`src/hw/rtl/dle_pkg.sv`:
```
// ----------------------------------------------------------------------------
// dle_pkg: shared types and constants for the DVB locator id extractor
// Prefix table, hex digit decode, parser state and result types.
// ----------------------------------------------------------------------------
package dle_pkg;

  localparam int unsigned PrefixLen = 6;
  localparam int unsigned PosW      = $clog2(PrefixLen + 1);
  localparam logic [7:0]  DotChar   = 8'h2E;
  localparam int unsigned IdW       = 16;

  typedef struct packed {
    logic [PosW-1:0] byte_position;
    logic            prefix_match;
    logic [IdW-1:0]  first_acc;
    logic            first_done;
    logic            dot_seen;
    logic [IdW-1:0]  second_acc;
    logic            second_done;
    logic [IdW-1:0]  tail_acc;
  } dle_state_t;

  localparam dle_state_t StateReset = '{
    byte_position: '0,
    prefix_match:  1'b1,
    first_acc:     '0,
    first_done:    1'b0,
    dot_seen:      1'b0,
    second_acc:    '0,
    second_done:   1'b0,
    tail_acc:      '0
  };

  typedef struct packed {
    logic           prefix_ok;
    logic [IdW-1:0] orig_net_id;
    logic [IdW-1:0] ts_id;
    logic [IdW-1:0] svc_id;
  } dle_ids_t;

  typedef struct packed {
    logic       ok;
    logic [3:0] val;
  } dle_hex_t;

  // Expected byte of "dvb://" at a given position
  function automatic logic [7:0] prefix_byte(logic [PosW-1:0] pos);
    logic [7:0] b;
    case (pos)
      PosW'(0): b = 8'h64;  // d
      PosW'(1): b = 8'h76;  // v
      PosW'(2): b = 8'h62;  // b
      PosW'(3): b = 8'h3A;  // :
      PosW'(4): b = 8'h2F;  // /
      PosW'(5): b = 8'h2F;  // /
      default:  b = 8'h00;
    endcase
    return b;
  endfunction

  // 0-9, a-f, A-F only
  function automatic dle_hex_t hex_decode(logic [7:0] c);
    dle_hex_t   h;
    logic [7:0] diff;
    h.ok  = 1'b0;
    h.val = 4'h0;
    diff  = 8'h00;
    if (c >= 8'h30 && c <= 8'h39) begin
      diff  = c - 8'h30;
      h.ok  = 1'b1;
      h.val = diff[3:0];
    end else if (c >= 8'h61 && c <= 8'h66) begin
      diff  = c - 8'h57;
      h.ok  = 1'b1;
      h.val = diff[3:0];
    end else if (c >= 8'h41 && c <= 8'h46) begin
      diff  = c - 8'h37;
      h.ok  = 1'b1;
      h.val = diff[3:0];
    end
    return h;
  endfunction

  function automatic logic [IdW-1:0] push_digit(logic [IdW-1:0] acc, logic [3:0] d);
    return {acc[IdW-5:0], d};
  endfunction

endpackage

```
`src/hw/rtl/dle_char_if.sv`:
```
// ----------------------------------------------------------------------------
// dle_char_if: locator byte stream channel
// One string byte per transfer, with a last-byte marker.
// ----------------------------------------------------------------------------
interface dle_char_if;
  logic       valid;
  logic       ready;
  logic [7:0] char_byte;
  logic       is_last;

  modport source (output valid, output char_byte, output is_last, input ready);
  modport sink   (input valid, input char_byte, input is_last, output ready);
endinterface

```
`src/hw/rtl/dle_ids_if.sv`:
```
// ----------------------------------------------------------------------------
// dle_ids_if: extracted identifier channel
// One transfer per string: prefix flag and three 16-bit ids.
// ----------------------------------------------------------------------------
interface dle_ids_if;
  logic        valid;
  logic        ready;
  logic        prefix_ok;
  logic [15:0] orig_net_id;
  logic [15:0] ts_id;
  logic [15:0] svc_id;

  modport source (output valid, output prefix_ok, output orig_net_id,
                  output ts_id, output svc_id, input ready);
  modport sink   (input valid, input prefix_ok, input orig_net_id,
                  input ts_id, input svc_id, output ready);
endinterface

```
`src/hw/rtl/dle_step.sv`:
```
// ----------------------------------------------------------------------------
// dle_step: per-byte parser update
// Next parser state and the result for one locator byte.
// ----------------------------------------------------------------------------
module dle_step (
  input  dle_pkg::dle_state_t state_i,
  input  logic [7:0]          char_byte_i,
  input  logic                is_last_i,
  output dle_pkg::dle_state_t state_o,
  output dle_pkg::dle_ids_t   result_o
);
  import dle_pkg::*;

  dle_hex_t   hex;
  dle_state_t upd;

  assign hex = hex_decode(char_byte_i);

  always_comb begin
    upd = state_i;
    if (state_i.byte_position < PosW'(PrefixLen)) begin
      if (char_byte_i != prefix_byte(state_i.byte_position)) begin
        upd.prefix_match = 1'b0;
      end
      upd.byte_position = state_i.byte_position + PosW'(1);
    end else begin
      if (!state_i.first_done) begin
        if (hex.ok) begin
          upd.first_acc = push_digit(state_i.first_acc, hex.val);
        end else begin
          upd.first_done = 1'b1;
        end
      end
      if (state_i.dot_seen) begin
        if (!state_i.second_done) begin
          if (hex.ok) begin
            upd.second_acc = push_digit(state_i.second_acc, hex.val);
          end else begin
            upd.second_done = 1'b1;
          end
        end
      end else if (char_byte_i == DotChar) begin
        upd.dot_seen = 1'b1;
      end
      upd.tail_acc = hex.ok ? push_digit(state_i.tail_acc, hex.val) : '0;
    end
  end

  always_comb begin
    if (upd.prefix_match && upd.byte_position >= PosW'(PrefixLen)) begin
      result_o.prefix_ok   = 1'b1;
      result_o.orig_net_id = upd.first_acc;
      result_o.ts_id       = upd.dot_seen ? upd.second_acc : '0;
      result_o.svc_id      = upd.tail_acc;
    end else begin
      result_o = '0;
    end
  end

  // The last byte of a string rearms the parser for the next one
  assign state_o = is_last_i ? StateReset : upd;

endmodule

```
`src/hw/rtl/dvb_locator_id_extractor_core.sv`:
```
// ----------------------------------------------------------------------------
// dvb_locator_id_extractor_core: DVB service locator id extractor
// Checks the dvb:// prefix and pulls out three hex ids per string.
// ----------------------------------------------------------------------------
// Feed a locator string one byte per transfer on char_i, with is_last set on
// its final byte. Each byte lands in an input register; from there a short
// update stage folds it into the parser state, and on the last byte the ids
// go to an output register. One byte per cycle is sustained while no last
// byte waits on a stalled result; a string's result reaches ids_o through the input and output registers.
// Bytes keep flowing while a result waits on ids_o, until the next last byte
// needs the output register. Non-last bytes emit nothing. prefix_ok = 0
// (string shorter than six bytes or not "dvb://") comes with all ids zero;
// ts_id is zero when no dot follows the prefix. Every id keeps its low 16
// bits.
// ----------------------------------------------------------------------------
module dvb_locator_id_extractor_core (
  input  logic      clk_i,
  input  logic      rst_ni,
  dle_char_if.sink  char_i,
  dle_ids_if.source ids_o
);
  import dle_pkg::*;

  // Input register
  logic       in_valid_q;
  logic [7:0] in_byte_q;
  logic       in_last_q;

  // Parser state
  dle_state_t state_q, state_d;

  // Result register
  logic     out_valid_q;
  dle_ids_t out_q;
  dle_ids_t result;

  logic out_free;
  logic stage_fire;
  logic in_fire;

  // A non-last byte never needs the output register, so it can advance
  // even while a result is stalled.
  assign out_free   = !out_valid_q || ids_o.ready;
  assign stage_fire = in_valid_q && (!in_last_q || out_free);
  assign char_i.ready = !in_valid_q || stage_fire;
  assign in_fire    = char_i.valid && char_i.ready;

  dle_step u_step (
    .state_i     (state_q),
    .char_byte_i (in_byte_q),
    .is_last_i   (in_last_q),
    .state_o     (state_d),
    .result_o    (result)
  );

  always_ff @(posedge clk_i or negedge rst_ni) begin
    if (!rst_ni) begin
      in_valid_q <= 1'b0;
    end else if (char_i.ready) begin
      in_valid_q <= char_i.valid;
    end
  end

  always_ff @(posedge clk_i) begin
    if (in_fire) begin
      in_byte_q <= char_i.char_byte;
      in_last_q <= char_i.is_last;
    end
  end

  always_ff @(posedge clk_i or negedge rst_ni) begin
    if (!rst_ni) begin
      state_q <= StateReset;
    end else if (stage_fire) begin
      state_q <= state_d;
    end
  end

  always_ff @(posedge clk_i or negedge rst_ni) begin
    if (!rst_ni) begin
      out_valid_q <= 1'b0;
    end else if (stage_fire && in_last_q) begin
      out_valid_q <= 1'b1;
    end else if (ids_o.ready) begin
      out_valid_q <= 1'b0;
    end
  end

  always_ff @(posedge clk_i) begin
    if (stage_fire && in_last_q) begin
      out_q <= result;
    end
  end

  assign ids_o.valid       = out_valid_q;
  assign ids_o.prefix_ok   = out_q.prefix_ok;
  assign ids_o.orig_net_id = out_q.orig_net_id;
  assign ids_o.ts_id       = out_q.ts_id;
  assign ids_o.svc_id      = out_q.svc_id;

  // Assertions
  a_rearm: assert property (@(posedge clk_i) disable iff (!rst_ni)
    stage_fire && in_last_q |=> state_q == StateReset)
    else $error("parser not rearmed after last byte");

  a_bad_prefix_zero: assert property (@(posedge clk_i) disable iff (!rst_ni)
    out_valid_q && !out_q.prefix_ok |->
      out_q.orig_net_id == '0 && out_q.ts_id == '0 && out_q.svc_id == '0)
    else $error("ids nonzero with bad prefix");

  a_pos_sat: assert property (@(posedge clk_i) disable iff (!rst_ni)
    state_q.byte_position <= PosW'(PrefixLen))
    else $error("byte position past prefix length");

  a_no_dot_second: assert property (@(posedge clk_i) disable iff (!rst_ni)
    !state_q.dot_seen |-> state_q.second_acc == '0 && !state_q.second_done)
    else $error("second id active before dot");

  a_result_kept: assert property (@(posedge clk_i) disable iff (!rst_ni)
    out_valid_q && !ids_o.ready |=> out_valid_q && $stable(out_q))
    else $error("stalled result lost");

endmodule

```
`src/flat_wrapper.sv`:
```
// flat-port wrapper written by rule: the top's interface ports become plain ports
module dvb_locator_id_extractor_core_flat import dle_pkg::*;
  (clk_i, rst_ni, char_i_valid, char_i_char_byte, char_i_is_last, char_i_ready, ids_o_valid, ids_o_prefix_ok, ids_o_orig_net_id, ids_o_ts_id, ids_o_svc_id, ids_o_ready);
  dle_char_if char_i_i ();
  dle_ids_if ids_o_i ();
  input  logic clk_i;
  input  logic rst_ni;
  input wire logic [$bits(char_i_i.valid)-1:0] char_i_valid;
  input wire logic [$bits(char_i_i.char_byte)-1:0] char_i_char_byte;
  input wire logic [$bits(char_i_i.is_last)-1:0] char_i_is_last;
  output wire logic [$bits(char_i_i.ready)-1:0] char_i_ready;
  output wire logic [$bits(ids_o_i.valid)-1:0] ids_o_valid;
  output wire logic [$bits(ids_o_i.prefix_ok)-1:0] ids_o_prefix_ok;
  output wire logic [$bits(ids_o_i.orig_net_id)-1:0] ids_o_orig_net_id;
  output wire logic [$bits(ids_o_i.ts_id)-1:0] ids_o_ts_id;
  output wire logic [$bits(ids_o_i.svc_id)-1:0] ids_o_svc_id;
  input wire logic [$bits(ids_o_i.ready)-1:0] ids_o_ready;
  assign char_i_i.valid = char_i_valid;
  assign char_i_i.char_byte = char_i_char_byte;
  assign char_i_i.is_last = char_i_is_last;
  assign char_i_ready = char_i_i.ready;
  assign ids_o_valid = ids_o_i.valid;
  assign ids_o_prefix_ok = ids_o_i.prefix_ok;
  assign ids_o_orig_net_id = ids_o_i.orig_net_id;
  assign ids_o_ts_id = ids_o_i.ts_id;
  assign ids_o_svc_id = ids_o_i.svc_id;
  assign ids_o_i.ready = ids_o_ready;
  dvb_locator_id_extractor_core u_core (.clk_i(clk_i), .rst_ni(rst_ni), .char_i(char_i_i), .ids_o(ids_o_i));
endmodule
```
`config.mk`:
```
export PLATFORM = sky130hd
export DESIGN_NAME = dvb_locator_id_extractor_core_flat
export DESIGN_NICKNAME = d
export VERILOG_FILES = /design/src/hw/rtl/dle_pkg.sv /design/src/hw/rtl/dle_char_if.sv /design/src/hw/rtl/dle_ids_if.sv /design/src/hw/rtl/dle_step.sv /design/src/hw/rtl/dvb_locator_id_extractor_core.sv /design/src/flat_wrapper.sv
export SDC_FILE = /design/constraint.sdc
export NUM_CORES = 1
export LEC_CHECK = 0
export BUFFER_PORTS_ARGS = -buffer_cell sky130_fd_sc_hd__buf_4
export CELL_PAD_IN_SITES_DETAIL_PLACEMENT = 0
export CELL_PAD_IN_SITES_GLOBAL_PLACEMENT = 1
export CORE_MARGIN = 2
export CORE_UTILIZATION = 46
export DETAILED_ROUTE_END_ITERATION = 8
export PLACE_DENSITY = 0.78
export SYNTH_ARGS = -nofsm -noshare
export SYNTH_HDL_FRONTEND = slang
export SYNTH_SLANG_ARGS = --single-unit
```
`constraint.sdc`:
```
create_clock -name clk_i -period 3.6 [get_ports clk_i]
set_input_delay 0.54 -clock clk_i [delete_from_list [all_inputs] [get_ports clk_i]]
set_output_delay 0.54 -clock clk_i [all_outputs]
set_load 0.02 [all_outputs]
```
; Word level (Yosys, flattened, before mapping)
; Index checks and enable logic that the tools add are counted.
; W data, S select, Z words.
[classes]
addsub = 4
order_cmp = 8
n_mux = 22
reduce_logical = 20
eq_ne = 8
[ops]
columns = op, count
row1 = $mux W16, 4
row2 = $mux W55, 1
row3 = $mux W17, 3
row4 = $mux W51, 1
row5 = $mux W49, 1
row6 = $pmux W7 S5, 1
row7 = $ge A8 B7 Y1 const B, 2
row8 = $le A8 B7 Y1 const B, 2
row9 = $mux W5, 3
row10 = $eq A8 B6 Y1 const B, 1
row11 = $ge A8 B6 Y1 const B, 1
row12 = $le A8 B6 Y1 const B, 1
row13 = $mux W8, 1
row14 = $ne A8 B8 Y1, 1
row15 = $sub A4 B3 Y4 const B, 2
row16 = $logic_and A1 B1 Y1, 7
row17 = $eq A3 B2 Y1 const B, 2
row18 = $eq A3 B3 Y1 const B, 2
row19 = $mux W1, 6
row20 = $mux W4, 1
row21 = $reduce_and A2 Y1, 2
row22 = $reduce_bool A2 Y1, 2
row23 = $sub A4 B1 Y4 const B, 1
row24 = $add A3 B1 Y3 const B, 1
row25 = other kinds (9), 13
[totals]
register_bits = 115
inputBits = 13
out_inout_bits = 51

; Logic depth before layout (Yosys ltp)
; Gate-level depths: netlist of the first run.
[depth]
word_depth = 11
ltp_mapped = 10
depth_no_buf = 8

; Cells and area by module
; A second synthesis of the first run with hierarchy kept.
[hier_totals]
cells_unflattened = 627
hier_area_um2 = 6648.9
[by_module_without_submodules]
columns = module, area_per_inst_um2, seq_area_each_um2, instances, cells_each
row1 = dvb_locator_id_extractor_core, 5123.7, 3169.3, 1, 380
row2 = dle_step, 1525.2, 0.0, 1, 247

; Worst setup path after synthesis of the first run
; OpenSTA, ideal clock, no wires.
[synth_path]
kind = input to register
start = in ids_o_ready
end = reg u_core.out_q (netlist bit u_core.ids_o.orig_net_id[0]), enable pin
path_stages = 5
path_buffers = 1
t_arrival_ns = 2.179
setup_time_ns = 0.405
slack_ns = 1.016
t_required_ns = 3.195
cell_sequence = nand3b_1 > and2_1 > clkbuf_1 > nand2_1 > inv_1
[synth_via]
elab_chain_cells = 4
[synth_rtl]
columns = item, line_no
row1 = "start, declared", flat_wrapper.sv:17  ; input wire logic [$bits(ids_o_i.ready)-1:0] ids_o_ready;
row2 = $logic_or A1 B1 Y1, dvb_locator_id_extractor_core.sv:43  ; assign out_free = !out_valid_q || ids_o.ready;
row3 = $logic_or A1 B1 Y1, dvb_locator_id_extractor_core.sv:44  ; assign stage_fire = in_valid_q && (!in_last_q || out_free);
row4 = $logic_and A1 B1 Y1, dvb_locator_id_extractor_core.sv:44
row5 = $logic_and A1 B1 Y1, dvb_locator_id_extractor_core.sv:90  ; if (stage_fire && in_last_q) begin
row6 = "end signal, assigned", dvb_locator_id_extractor_core.sv:91  ; out_q <= result;
row7 = "end, declared", dvb_locator_id_extractor_core.sv:34  ; dle_ids_t out_q;
; No other way between the ends.
; A chain may end at the register's enable or synchronous reset.

; Final worst setup path of the first run
[layout_path]
start = reg u_core.in_byte_q[0]
end = reg u_core.state_q[19] (netlist name)
[layout_via]
elab_chain_cells = 10
elab_cells_between_ends = 20
classes_between = 3 x add/sub / 6 x order compare / 8 x mux / 3 x reduce/logical
[layout_rtl]
columns = item, line_no
row1 = "start, declared", dvb_locator_id_extractor_core.sv:26  ; logic [7:0] in_byte_q;
row2 = "start signal, assigned", dvb_locator_id_extractor_core.sv:66  ; in_byte_q <= char_i.char_byte;
row3 = $ge A8 B7 Y1 / $le A8 B7 Y1 (equally long branches), dle_pkg.sv:76  ; end else if (c >= 8'h41 && c <= 8'h46) begin
row4 = $logic_and A1 B1 Y1, dle_pkg.sv:76
row5 = $mux W5, dle_pkg.sv:76
row6 = $mux W5, dle_pkg.sv:72  ; end else if (c >= 8'h61 && c <= 8'h66) begin
row7 = $mux W5 (*), dle_pkg.sv:68  ; if (c >= 8'h30 && c <= 8'h39) begin
row8 = $mux W16 (*), dle_step.sv:36  ; if (hex.ok) begin
row9 = $mux W17 (*), dle_step.sv:35  ; if (!state_i.second_done) begin
row10 = $mux W17 (*), dle_step.sv:34  ; if (state_i.dot_seen) begin
row11 = $mux W51 (*), dle_step.sv:21  ; if (state_i.byte_position < PosW'(PrefixLen)) begin
row12 = $mux W55 (*), dle_step.sv:61  ; assign state_o = is_last_i ? StateReset : upd;
row13 = "end signal, assigned", dvb_locator_id_extractor_core.sv:73  ; state_q <= StateReset;
row14 = "end signal, assigned", dvb_locator_id_extractor_core.sv:75  ; state_q <= state_d;
row15 = "end, declared", dvb_locator_id_extractor_core.sv:30  ; dle_state_t state_q, state_d;
; Every way passes the cells marked *; elsewhere a longest branch is shown, timed or not. The select of a mux whose other input is x is not followed.

==> flow_summary.json, run 1 <==
{
  "io_buffer_count": 63,
  "max_freq_mhz": 364,
  "timing.setup.critical_path_class": "flop to flop",
  "fin_skew_ps": 15.1,
  "synth.distinct_cells": 57,
  "fin_crit_sh_pct": 76.4,
  "critical_path.cell_chain": "inv_2 > ha_1 > o21bai_1 > a21oi_2 > o21bai_1 > nand2_1 > nor2_2 > a22o_1",
  "power_per_standard_cell_area_nw_per_um2": 554,
  "rsz0062_at_grt": "no",
  "rows": 38,
  "boundaryPins": 64,
  "dpl-instance-area_um2": 5690,
  "cts_tree": "yes",
  "die_width_um": 109,
  "core_area_um2": 10800,
  "final_period_minus_worst_setup_slack_ps": 2750,
  "netlist_area_before_placement_um2": 5100,
  "grt_pass1_wl_um": 17300,
  "grt_start_max_net_pins": 58,
  "multi_input_comb_area_um2": 1790,
  "synth.yosys.seq_area_share_pct": 62.1,
  "worstRegToRegCells": 8,
  "drt_pass1_iterations": 5,
  "drv_slew": 0,
  "grt.busiest_layer": "met2",
  "via_per_inst": 5.52,
  "postRouteAntennaNets": 0,
  "wire_per_inst_um": 16.4,
  "timing.final.setup_violations": 0,
  "crit_fanout": 17,
  "grt_met2_usage_pct": 28.6,
  "final_layout_size_suffix_gt1_share_pct": 23.0,
  "cts.hold.buffers_added": 0,
  "layout.cells.most_common": "sky130_fd_sc_hd__buf_4",
  "dp_hpwl_um": 6660,
  "grt_util_all_layers_pct": 19.2,
  "dr_total_vias": 3607,
  "max_slew.worst_pin.slew_ps": 1150,
  "ys_dominant_reg_cell": "sky130_fd_sc_hd__edfxtp_1",
  "ys_warn_count": 0,
  "max-clock-path-buffers": 2,
  "cp.required_ps": 4030,
  "cp_data_arrival_time_ps": 3180,
  "worst_setup_hold_path_clk_slew_ps": 60,
  "cp-start-kind": "flop",
  "worst_path_largest_cell_delay_ps": 660,
  "synth_seq_cells": 115,
  "via_count_of_the_first_global_routing_pass": 3444,
  "synth_edf_count": 58,
  "globalRouteOverflowTotal": 0,
  "setup_buffers_after_cts": 0,
  "cts.sinks": 115,
  "start_util_pct": 47.1,
  "cts.htree.levels": 4,
  "synthesis.area_per_instance_um2": 11.7,
  "post-route-drc-count": 0,
  "clock_root_cell": "sky130_fd_sc_hd__clkbuf_8",
  "finalHoldViolations": 0,
  "worstSetupEndpointType": "flop",
  "globalplace.congestion": 0.794,
  "groute.layer.met3.usage_pct": 5.87,
  "syn2layout_area_growth_pct": 23.1,
  "final_cell_mix": "sky130_fd_sc_hd__buf_4, sky130_fd_sc_hd__nand2_1, sky130_fd_sc_hd__edfxtp_1",
  "static-leakage-power_uw": 0.00247,
  "fin_tns_setup_ps": 0,
  "min_path_type": "input port to asynchronous set/reset pin",
  "nets": 522,
  "insertion_delay_ps": 510,
  "die_h_um": 109,
  "clock_buffers_created_by_tritoncts": 17,
  "synthesized_netlist_net_count": 457,
  "antenna_diodes": 0,
  "status": "complete, no violations",
  "slew-limit-headroom_pct": 22.8,
  "synthesis.instances": 435,
  "antenna_violations_before_repair": 0,
  "final.fill_count": 888,
  "first_iter_violations": 210,
  "final_area_um2": 6280,
  "crit_path_top_delay_cell": "sky130_fd_sc_hd__nor2_2",
  "critical-path-top-cell-by-count": "sky130_fd_sc_hd__o21bai_1",
  "vdd.ir_drop.worst_mv": 0.268,
  "gr-usage-met1_pct": 26.5,
  "regArea_um2": 3170,
  "asyncSetResetFlopFracSynth_pct": 49.6,
  "finalWirelength_um": 10700,
  "max_cap_viol_count": 0,
  "die_area_um2": 12000,
  "post_cts_resize_count": 0
}
## critical path, delay by kind of cell (launching register included)
kind	cells	cell delay, ps
simple gates	2	1050
fa+ha+maj	1	200
flops	1	520
compound gates	4	740
buf+inv	1	150
## layer usage
metal	part of all wire, %	up-vias	wire length [um]
li1	-	1743	-
met1	45	1731	4810
met2	48	121	5160
met3	5.9	12	636
met4	1.2	0	129
met5	0	-	0
## where the power goes
part	switching, uW	internal [uW]	total, uW	leakage [uW]
combinational	200	117	318	0.000834
sequential	51.3	1440	1490	0.00136
clock	587	1090	1680	0.000284
## through the flow
| step | cells | util (%) | hold slack [ps] | setup slack (ps) | total power [uW] |
|---|---|---|---|---|---|
| 3_5_place_dp | 621 | 52.4 | 475 | 914 | 1830 |
| 6_report | 653 | 58.0 | 98.5 | 851 | 3480 |
| 2_1_floorplan | 435 | - | 244 | 1020 | 1720 |
| 3_3_place_gp | 621 | 52.4 | 471 | 998 | 1830 |
| 5_1_grt | 653 | 58.0 | 132 | 613 | 3610 |
| 4_1_cts | 653 | 58.0 | 106 | 887 | 3510 |
## cell usage after synthesis, types with 3 or more instances
library cell               number  area share [%]
sky130_fd_sc_hd__o31ai_1        3            0.44
sky130_fd_sc_hd__edfxtp_1      58              34
sky130_fd_sc_hd__nor3_1         9            0.88
sky130_fd_sc_hd__or3_1          3            0.37
sky130_fd_sc_hd__a22o_1        46             7.9
sky130_fd_sc_hd__o21ai_0       10            0.98
sky130_fd_sc_hd__a31oi_1        3            0.37
sky130_fd_sc_hd__inv_1          7            0.51
sky130_fd_sc_hd__nand2_1       66             4.9
sky130_fd_sc_hd__nand3b_1       3            0.44
sky130_fd_sc_hd__nand2b_1       3            0.37
sky130_fd_sc_hd__and2_1         3            0.37
sky130_fd_sc_hd__nor2_1        41             3.0
sky130_fd_sc_hd__clkbuf_1       6            0.44
sky130_fd_sc_hd__a22oi_1       15             2.2
sky130_fd_sc_hd__a21oi_1       32             3.1
sky130_fd_sc_hd__dfrtp_1       56              27
sky130_fd_sc_hd__ha_1           9             2.2
sky130_fd_sc_hd__o21ai_1        3            0.29
sky130_fd_sc_hd__buf_2         14             1.4
## sequential cells by signal, summed over array words and instances (netlist names)
signal,count
u_core.state_q,55
u_core.ids_o.orig_net_id,16
u_core.ids_o.svc_id,16
u_core.ids_o.ts_id,16
u_core.in_byte_q,8
u_core.ids_o.prefix_ok,1
u_core.ids_o.valid,1
u_core.in_last_q,1
u_core.in_valid_q,1
## cell type report
cell class                 instances  area share [%]
sequential                       115            50.4
multi-input combinational        288            28.5
timing repair buffer              69            8.24
clock buffer                      20            7.09
tap                              140            2.79
clock inverter                    12            2.43
inverter                           9           0.538
## path summary, 6_finish.rpt
path | from | to | slack (ps)
max | u_core.in_byte_q[0]$_DFFE_PP_ | u_core.state_q[19]$_DFFE_PN0P_ | 850
min | rst_ni | u_core.state_q[30]$_DFFE_PN0P_ | 100
max reg2reg | u_core.in_byte_q[0]$_DFFE_PP_ | u_core.state_q[19]$_DFFE_PN0P_ | 850
min reg2reg | u_core.state_q[51]$_DFFE_PN1P_ | u_core.state_q[51]$_DFFE_PN1P_ | 480
max in group asynchronous | rst_ni | u_core.state_q[16]$_DFFE_PN0P_ | 3020
min in group clk_i | char_i_char_byte[5] | u_core.in_byte_q[5]$_DFFE_PP_ | 200
## cells by family (layout without fill, tap and decap cells)
group / Yosys count / count (layout) / share of synthesized area (%)
AOI/OAI and AO/OA: 128 / 128 / 18.3
xor gates and xnor gates: 2 / 2 / 0.343
and+or+nand+nor: 147 / 147 / 13.7
buffers and inverters: 32 / 110 / 2.92
DFF: 115 / 115 / 62.1
muxes: 2 / 2 / 0.417
adders and majority gates: 9 / 9 / 2.21
No activity file was read; power rests on OpenSTA's default activity.
==> run 2: changes to the inputs <==
Settings changed: CORE_UTILIZATION 46 to 42, PLACE_DENSITY 0.78 to 0.75.
Clock period 3.6 ns to 2.5 ns, I/O delays scaled along.
==> run 2 against run 1 <==
Power rose by 45%. Largest cell class unchanged. Sequential share of layout area fell by 3.2 points. Hold slack got worse by 80 ps. Largest power group unchanged.
==> flow_summary.json, run 2 (synthesis gave the netlist of run 1 again) <==
{
  "max_slew.worst_pin.slew_ps": 905,
  "finalWirelength_um": 11500,
  "grt_util_all_layers_pct": 17.8,
  "final_layout_size_suffix_gt1_share_pct": 33.5,
  "die_h_um": 114,
  "cts.htree.levels": 4,
  "gr-usage-met1_pct": 25.7,
  "max-clock-path-buffers": 2,
  "clock_root_cell": "sky130_fd_sc_hd__clkbuf_16",
  "grt_met2_usage_pct": 26.4,
  "wire_per_inst_um": 16.8,
  "worst_setup_hold_path_clk_slew_ps": 50,
  "min_path_type": "input port to asynchronous set/reset pin",
  "rows": 40,
  "registers.top_by_ff_count": "u_core.state_q",
  "netSwitchingFraction_pct": 24.9,
  "start_util_pct": 42.8,
  "combinationalPowerShare_pct": 13.0,
  "groute.layer.met3.usage_pct": 4.45,
  "antenna_diodes": 0,
  "timing.final.setup_violations": 0,
  "timing.setup.critical_path_class": "flop to flop",
  "antenna_violations_before_repair": 0,
  "cp.required_ps": 2750,
  "static-leakage-power_uw": 0.00265,
  "drv_slew": 0,
  "status": "complete, no violations",
  "globalplace.congestion": 0.842,
  "grt_start_max_net_pins": 58,
  "max_freq_mhz": 405,
  "cts.sinks": 115,
  "max_reg_flops": 55,
  "dp_hpwl_um": 6860,
  "power.clock.fraction_pct": 45.0,
  "internal_power_uw": 3790,
  "nets": 549,
  "drt_pass1_iterations": 5,
  "clock_buffers_created_by_tritoncts": 17,
  "power.share.sequential_pct": 42.0,
  "die_width_um": 114,
  "dr_total_vias": 3767,
  "slew-limit-headroom_pct": 39.2,
  "cp_data_arrival_time_ps": 2720,
  "syn2layout_area_growth_pct": 31.6,
  "max_cap_viol_count": 0,
  "layout.cells.most_common": "sky130_fd_sc_hd__buf_4",
  "globalRouteOverflowTotal": 0,
  "via_per_inst": 5.48,
  "fin_tns_setup_ps": 0,
  "insertion_delay_ps": 410,
  "io_buffer_count": 63,
  "final_cell_mix": "sky130_fd_sc_hd__buf_4, sky130_fd_sc_hd__nand2_1, sky130_fd_sc_hd__edfxtp_1",
  "postRouteAntennaNets": 0,
  "fin_crit_sh_pct": 98.8,
  "cts_tree": "yes",
  "dpl-instance-area_um2": 5860,
  "fin_skew_ps": 10.7,
  "power_per_standard_cell_area_nw_per_um2": 752,
  "final_period_minus_worst_setup_slack_ps": 2470,
  "worstSetupEndpointType": "flop",
  "power.switching_uw": 1250,
  "grt.busiest_layer": "met2",
  "final_area_um2": 6710,
  "post-route-drc-count": 0,
  "finish.utilization_pct": 56.4,
  "cp-start-kind": "flop",
  "first_iter_violations": 265,
  "crit_fanout": 9,
  "cts.hold.buffers_added": 0,
  "vdd.ir_drop.worst_mv": 0.343,
  "grt_pass1_wl_um": 18100,
  "rsz0062_at_grt": "yes",
  "die_area_um2": 13000,
  "core_area_um2": 11900,
  "finalHoldViolations": 0,
  "boundaryPins": 64,
  "via_count_of_the_first_global_routing_pass": 3537
}
-- run 2: cell types whose count changed in the layout (fill, tap and decap cells not counted), sizes merged --
cell	change
buf	+25
inv	-3
clkinvlp	-1
bufinv	-1
clkinv	+4
clkbuf	+3
-- run 2: critical path: stages, from the launching register on --
cell and delay (ps):
sky130_fd_sc_hd__dfrtp_1 420, sky130_fd_sc_hd__buf_4 170, sky130_fd_sc_hd__ha_4 180, sky130_fd_sc_hd__o21a_1 180
sky130_fd_sc_hd__or3_1 330, sky130_fd_sc_hd__a2bb2oi_2 150, sky130_fd_sc_hd__nor4b_4 280, sky130_fd_sc_hd__buf_4 190
sky130_fd_sc_hd__a21boi_4 90, sky130_fd_sc_hd__buf_12 170, sky130_fd_sc_hd__nor3_2 170
-- run 2: routing by layer --
| metal | part of all wire, % | vias to the layer above |
|---|---|---|
| met3 | 4.2 | 5 |
| met2 | 47 | 93 |
| met1 | 48 | 1875 |
| li1 | - | 1794 |
| met4 | 0.61 | 0 |
| met5 | 0 | - |
-- run 2: path summary, 6_finish.rpt --
kind                                           startpoint                                        end  slack, ps  cells after the start
min in group clk_i                    char_i_char_byte[7]              u_core.in_byte_q[7]$_DFFE_PP_        140                      1
hold reg to reg            u_core.state_q[51]$_DFFE_PN1P_             u_core.state_q[51]$_DFFE_PN1P_        480                      2
max in group asynchronous                          rst_ni             u_core.state_q[12]$_DFFE_PN0P_       1970                      1
setup / recovery           u_core.state_q[52]$_DFFE_PN0P_  u_core.ids_o.orig_net_id[0]$_SDFFCE_PN0P_         30                     10
setup reg to reg           u_core.state_q[52]$_DFFE_PN0P_  u_core.ids_o.orig_net_id[0]$_SDFFCE_PN0P_         30                     10
hold / removal                                     rst_ni             u_core.state_q[30]$_DFFE_PN0P_         20                      1
-- run 2: through the flow --
stage / worst slack (ps) / power, uW / cells / hold slack, ps
2_1_floorplan: 246 / 2470 / 435 / 79.4
3_3_place_gp: -109 / 2660 / 648 / 469
3_5_place_dp: -183 / 2670 / 648 / 472
4_1_cts: 13.3 / 4960 / 682 / 63.4
5_1_grt: -69.7 / 5250 / 687 / 96.3
6_report: 29.2 / 5050 / 687 / 18.2
-- run 2: final cells by class --
cell class / instances / area, um^2
fillers: 1019 / 5200
flip-flops and latches: 115 / 3170
multi-input cells: 288 / 2000
repair buffers: 96 / 772
clock buffers: 21 / 440
well taps: 147 / 184
clock inverters: 11 / 113
inverters: 9 / 37.5
-- run 2: power by group through the flow --
stage | Sequential [uW] | Clock (uW) | Combinational, uW
2_1_floorplan | 2190 | 0 | 284
3_3_place_gp | 2150 | 0 | 506
3_5_place_dp | 2160 | 0 | 513
4_1_cts | 2120 | 2300 | 541
5_1_grt | 2130 | 2410 | 711
6_report | 2120 | 2270 | 656
-- run 2: what timing repair did --
action                     4_1_cts  5_1_grt
pin swaps                        0        1
cloned                           0        2
setup endpoints to repair       44       61
setup buffers                    2        3
gates resized for setup          3       46
==> run 3: changes to the inputs <==
Settings changed: CORE_ASPECT_RATIO set to 0.75.
==> run 3 against run 2 <==
Clock skew down 4.3 ps. Final cell count up 1.6%. Register-to-register slack better by 70 ps. Combinational power down 19%. Largest cell class unchanged.
==> flow_summary.json, run 3 (synthesis gave the netlist of run 1 again) <==
{
  "status": "complete, no violations",
  "fin_crit_sh_pct": 95.8,
  "via_count_of_the_first_global_routing_pass": 3616,
  "post-route-drc-count": 0,
  "cp-startpoint": "u_core.state_q[53]$_DFFE_PN0P_",
  "cts.hold.buffers_added": 0,
  "globalRouteOverflowTotal": 0,
  "die_h_um": 99.5,
  "drt_pass1_iterations": 5,
  "max-clock-path-buffers": 2,
  "critical-path-top-cell-by-count": "sky130_fd_sc_hd__buf_4",
  "worstRegToRegCells": 10,
  "antenna_violations_before_repair": 0,
  "max_reg_flops": 55,
  "finalWirelength_um": 11000,
  "clock_buffers_created_by_tritoncts": 17,
  "power_per_standard_cell_area_nw_per_um2": 809,
  "cts.htree.levels": 4,
  "total_power_uw": 5340,
  "crit_path_top_delay_cell": "sky130_fd_sc_hd__dfrtp_1",
  "reg2reg_slack_ps": 100,
  "layoutNonFillerInstCount": 698,
  "min_path_type": "input port to asynchronous set/reset pin",
  "final_layout_size_suffix_gt1_share_pct": 27.4,
  "final_period_minus_worst_setup_slack_ps": 2400,
  "postRouteAntennaNets": 0,
  "layout.cells.most_common": "sky130_fd_sc_hd__buf_4",
  "timing.final.setup_violations": 0,
  "cts.sinks": 115,
  "grt_util_all_layers_pct": 17.9,
  "rows": 34,
  "cts_tree": "yes",
  "rsz0062_at_grt": "no",
  "place_inst": 665,
  "registers.top_by_ff_count": "u_core.state_q",
  "final_cell_mix": "sky130_fd_sc_hd__buf_4, sky130_fd_sc_hd__nand2_1, sky130_fd_sc_hd__edfxtp_1",
  "clock_root_cell": "sky130_fd_sc_hd__clkbuf_16",
  "drv_slew": 0,
  "worst_path_largest_cell_delay_ps": 410,
  "wire_per_inst_um": 15.8,
  "die_width_um": 131,
  "start_util_pct": 43.5,
  "worst_setup_hold_path_clk_slew_ps": 50,
  "dp_hpwl_um": 7130,
  "worstSetupEndpointType": "flop",
  "max_cap_viol_count": 0,
  "first_iter_violations": 286,
  "insertion_delay_ps": 400,
  "cp.required_ps": 2730,
  "globalplace.congestion": 0.772,
  "vdd.ir_drop.worst_mv": 0.472,
  "grt_start_max_net_pins": 58,
  "via_per_inst": 5.30,
  "die_area_um2": 13100,
  "nets": 545,
  "slew-limit-headroom_pct": 30.0,
  "final.setup.worst_slack_ps": 104,
  "dr_total_vias": 3702,
  "syn2layout_area_growth_pct": 29.3,
  "finish.utilization_pct": 56.2,
  "pre_cts_ws_ps": -79.6,
  "fin_skew_ps": 6.45,
  "max_freq_mhz": 417,
  "critical_path.cell_chain": "inv_1 > ha_2 > o21a_1 > or3_1 > a2bb2oi_1 > nor4b_2 > buf_4 > a21boi_4 > buf_4 > nor3_1",
  "cp_data_arrival_time_ps": 2620,
  "timing.setup.critical_path_class": "flop to flop",
  "io_buffer_count": 63,
  "boundaryPins": 64,
  "grt_pass1_wl_um": 18300,
  "crit_fanout": 8,
  "worst_setup_path_endpoint": "u_core.ids_o.svc_id[0]$_SDFFCE_PN0P_",
  "rr_startpoint": "u_core.state_q[53]$_DFFE_PN0P_",
  "critical_path.reg2reg.endpoint": "u_core.ids_o.svc_id[0]$_SDFFCE_PN0P_",
  "cp-start-kind": "flop",
  "static-leakage-power_uw": 0.00264,
  "antenna_diodes": 0,
  "finalHoldViolations": 0,
  "core_area_um2": 11700,
  "max_slew.worst_pin.slew_ps": 1040
}
-- run 3: cell count changes in the layout (fill, tap and decap cells not counted), moves of 8 or more --
cell and change:
sky130_fd_sc_hd__nor2_2 -8, sky130_fd_sc_hd__a21oi_1 +15, sky130_fd_sc_hd__nor2_1 +8, sky130_fd_sc_hd__a21oi_2 -15
-- run 3: metrics by stage --
stage,instance area [um^2],hold WS (ps),setup TNS [ps]
final,6600,22.5,0
after global routing,6600,80.8,0
after CTS,6550,56.9,0
after detailed placement,5880,474,-1240
after global placement,5880,469,0
after floorplan,5110,79.4,0
-- run 3: cell type report --
class                      count  area (um^2)
multi-input combinational    288         1830
clock buffer                  20          457
clock inverter                12          201
tap                          162          203
sequential                   115         3170
fill                        1005         5140
inverter                       9         37.5
timing repair buffer          92          702
-- run 3: how the worst min path moves through the flow --
stage / depth (start not counted) / to / slack [ps] / startpoint
after floorplan: 0 / u_core.ids_o.valid$_DFFE_PN0P_ / 80 / rst_ni
after global placement: 2 / u_core.state_q[51]$_DFFE_PN1P_ / 470 / u_core.state_q[51]$_DFFE_PN1P_
after detailed placement: 2 / u_core.state_q[51]$_DFFE_PN1P_ / 470 / u_core.state_q[51]$_DFFE_PN1P_
after CTS: 1 / u_core.state_q[13]$_DFFE_PN0P_ / 60 / rst_ni
after global routing: 1 / u_core.state_q[13]$_DFFE_PN0P_ / 80 / rst_ni
final: 1 / u_core.state_q[13]$_DFFE_PN0P_ / 20 / rst_ni
-- run 3: what timing repair did --
item                                    in CTS  in global routing
buffers inserted                             0                  1
resized for setup                            1                 11
pin swaps                                    0                  1
endpoints found under the setup margin      27                 50
-- run 3: power by group --
part	leakage [uW]	switching, uW	total (uW)	internal, uW
logic	0.000961	326	534	208
clock network	0.000317	858	2680	1830
registers	0.00136	55.5	2120	2070
total	0.00264	1240	5340	4100
-- run 3: critical path, delay by kind of cell (launching register included) --
family | cells | cell delay, ps
AO/OA/AOI/OAI | 3 | 430
buffers and inverters | 3 | 430
flip-flops | 1 | 410
adder cells (fa/ha/maj) | 1 | 220
AND/OR/NAND/NOR | 3 | 730
-- run 3: routing by layer --
| layer | track usage, % | routed length (um) | up-vias |
|---|---|---|---|
| li1 | - | - | 1782 |
| met1 | 25.5 | 5360 | 1812 |
| met2 | 25.9 | 4950 | 97 |
| met3 | 4.99 | 532 | 11 |
| met4 | 7.78 | 171 | 0 |
| met5 | 0 | 0 | - |
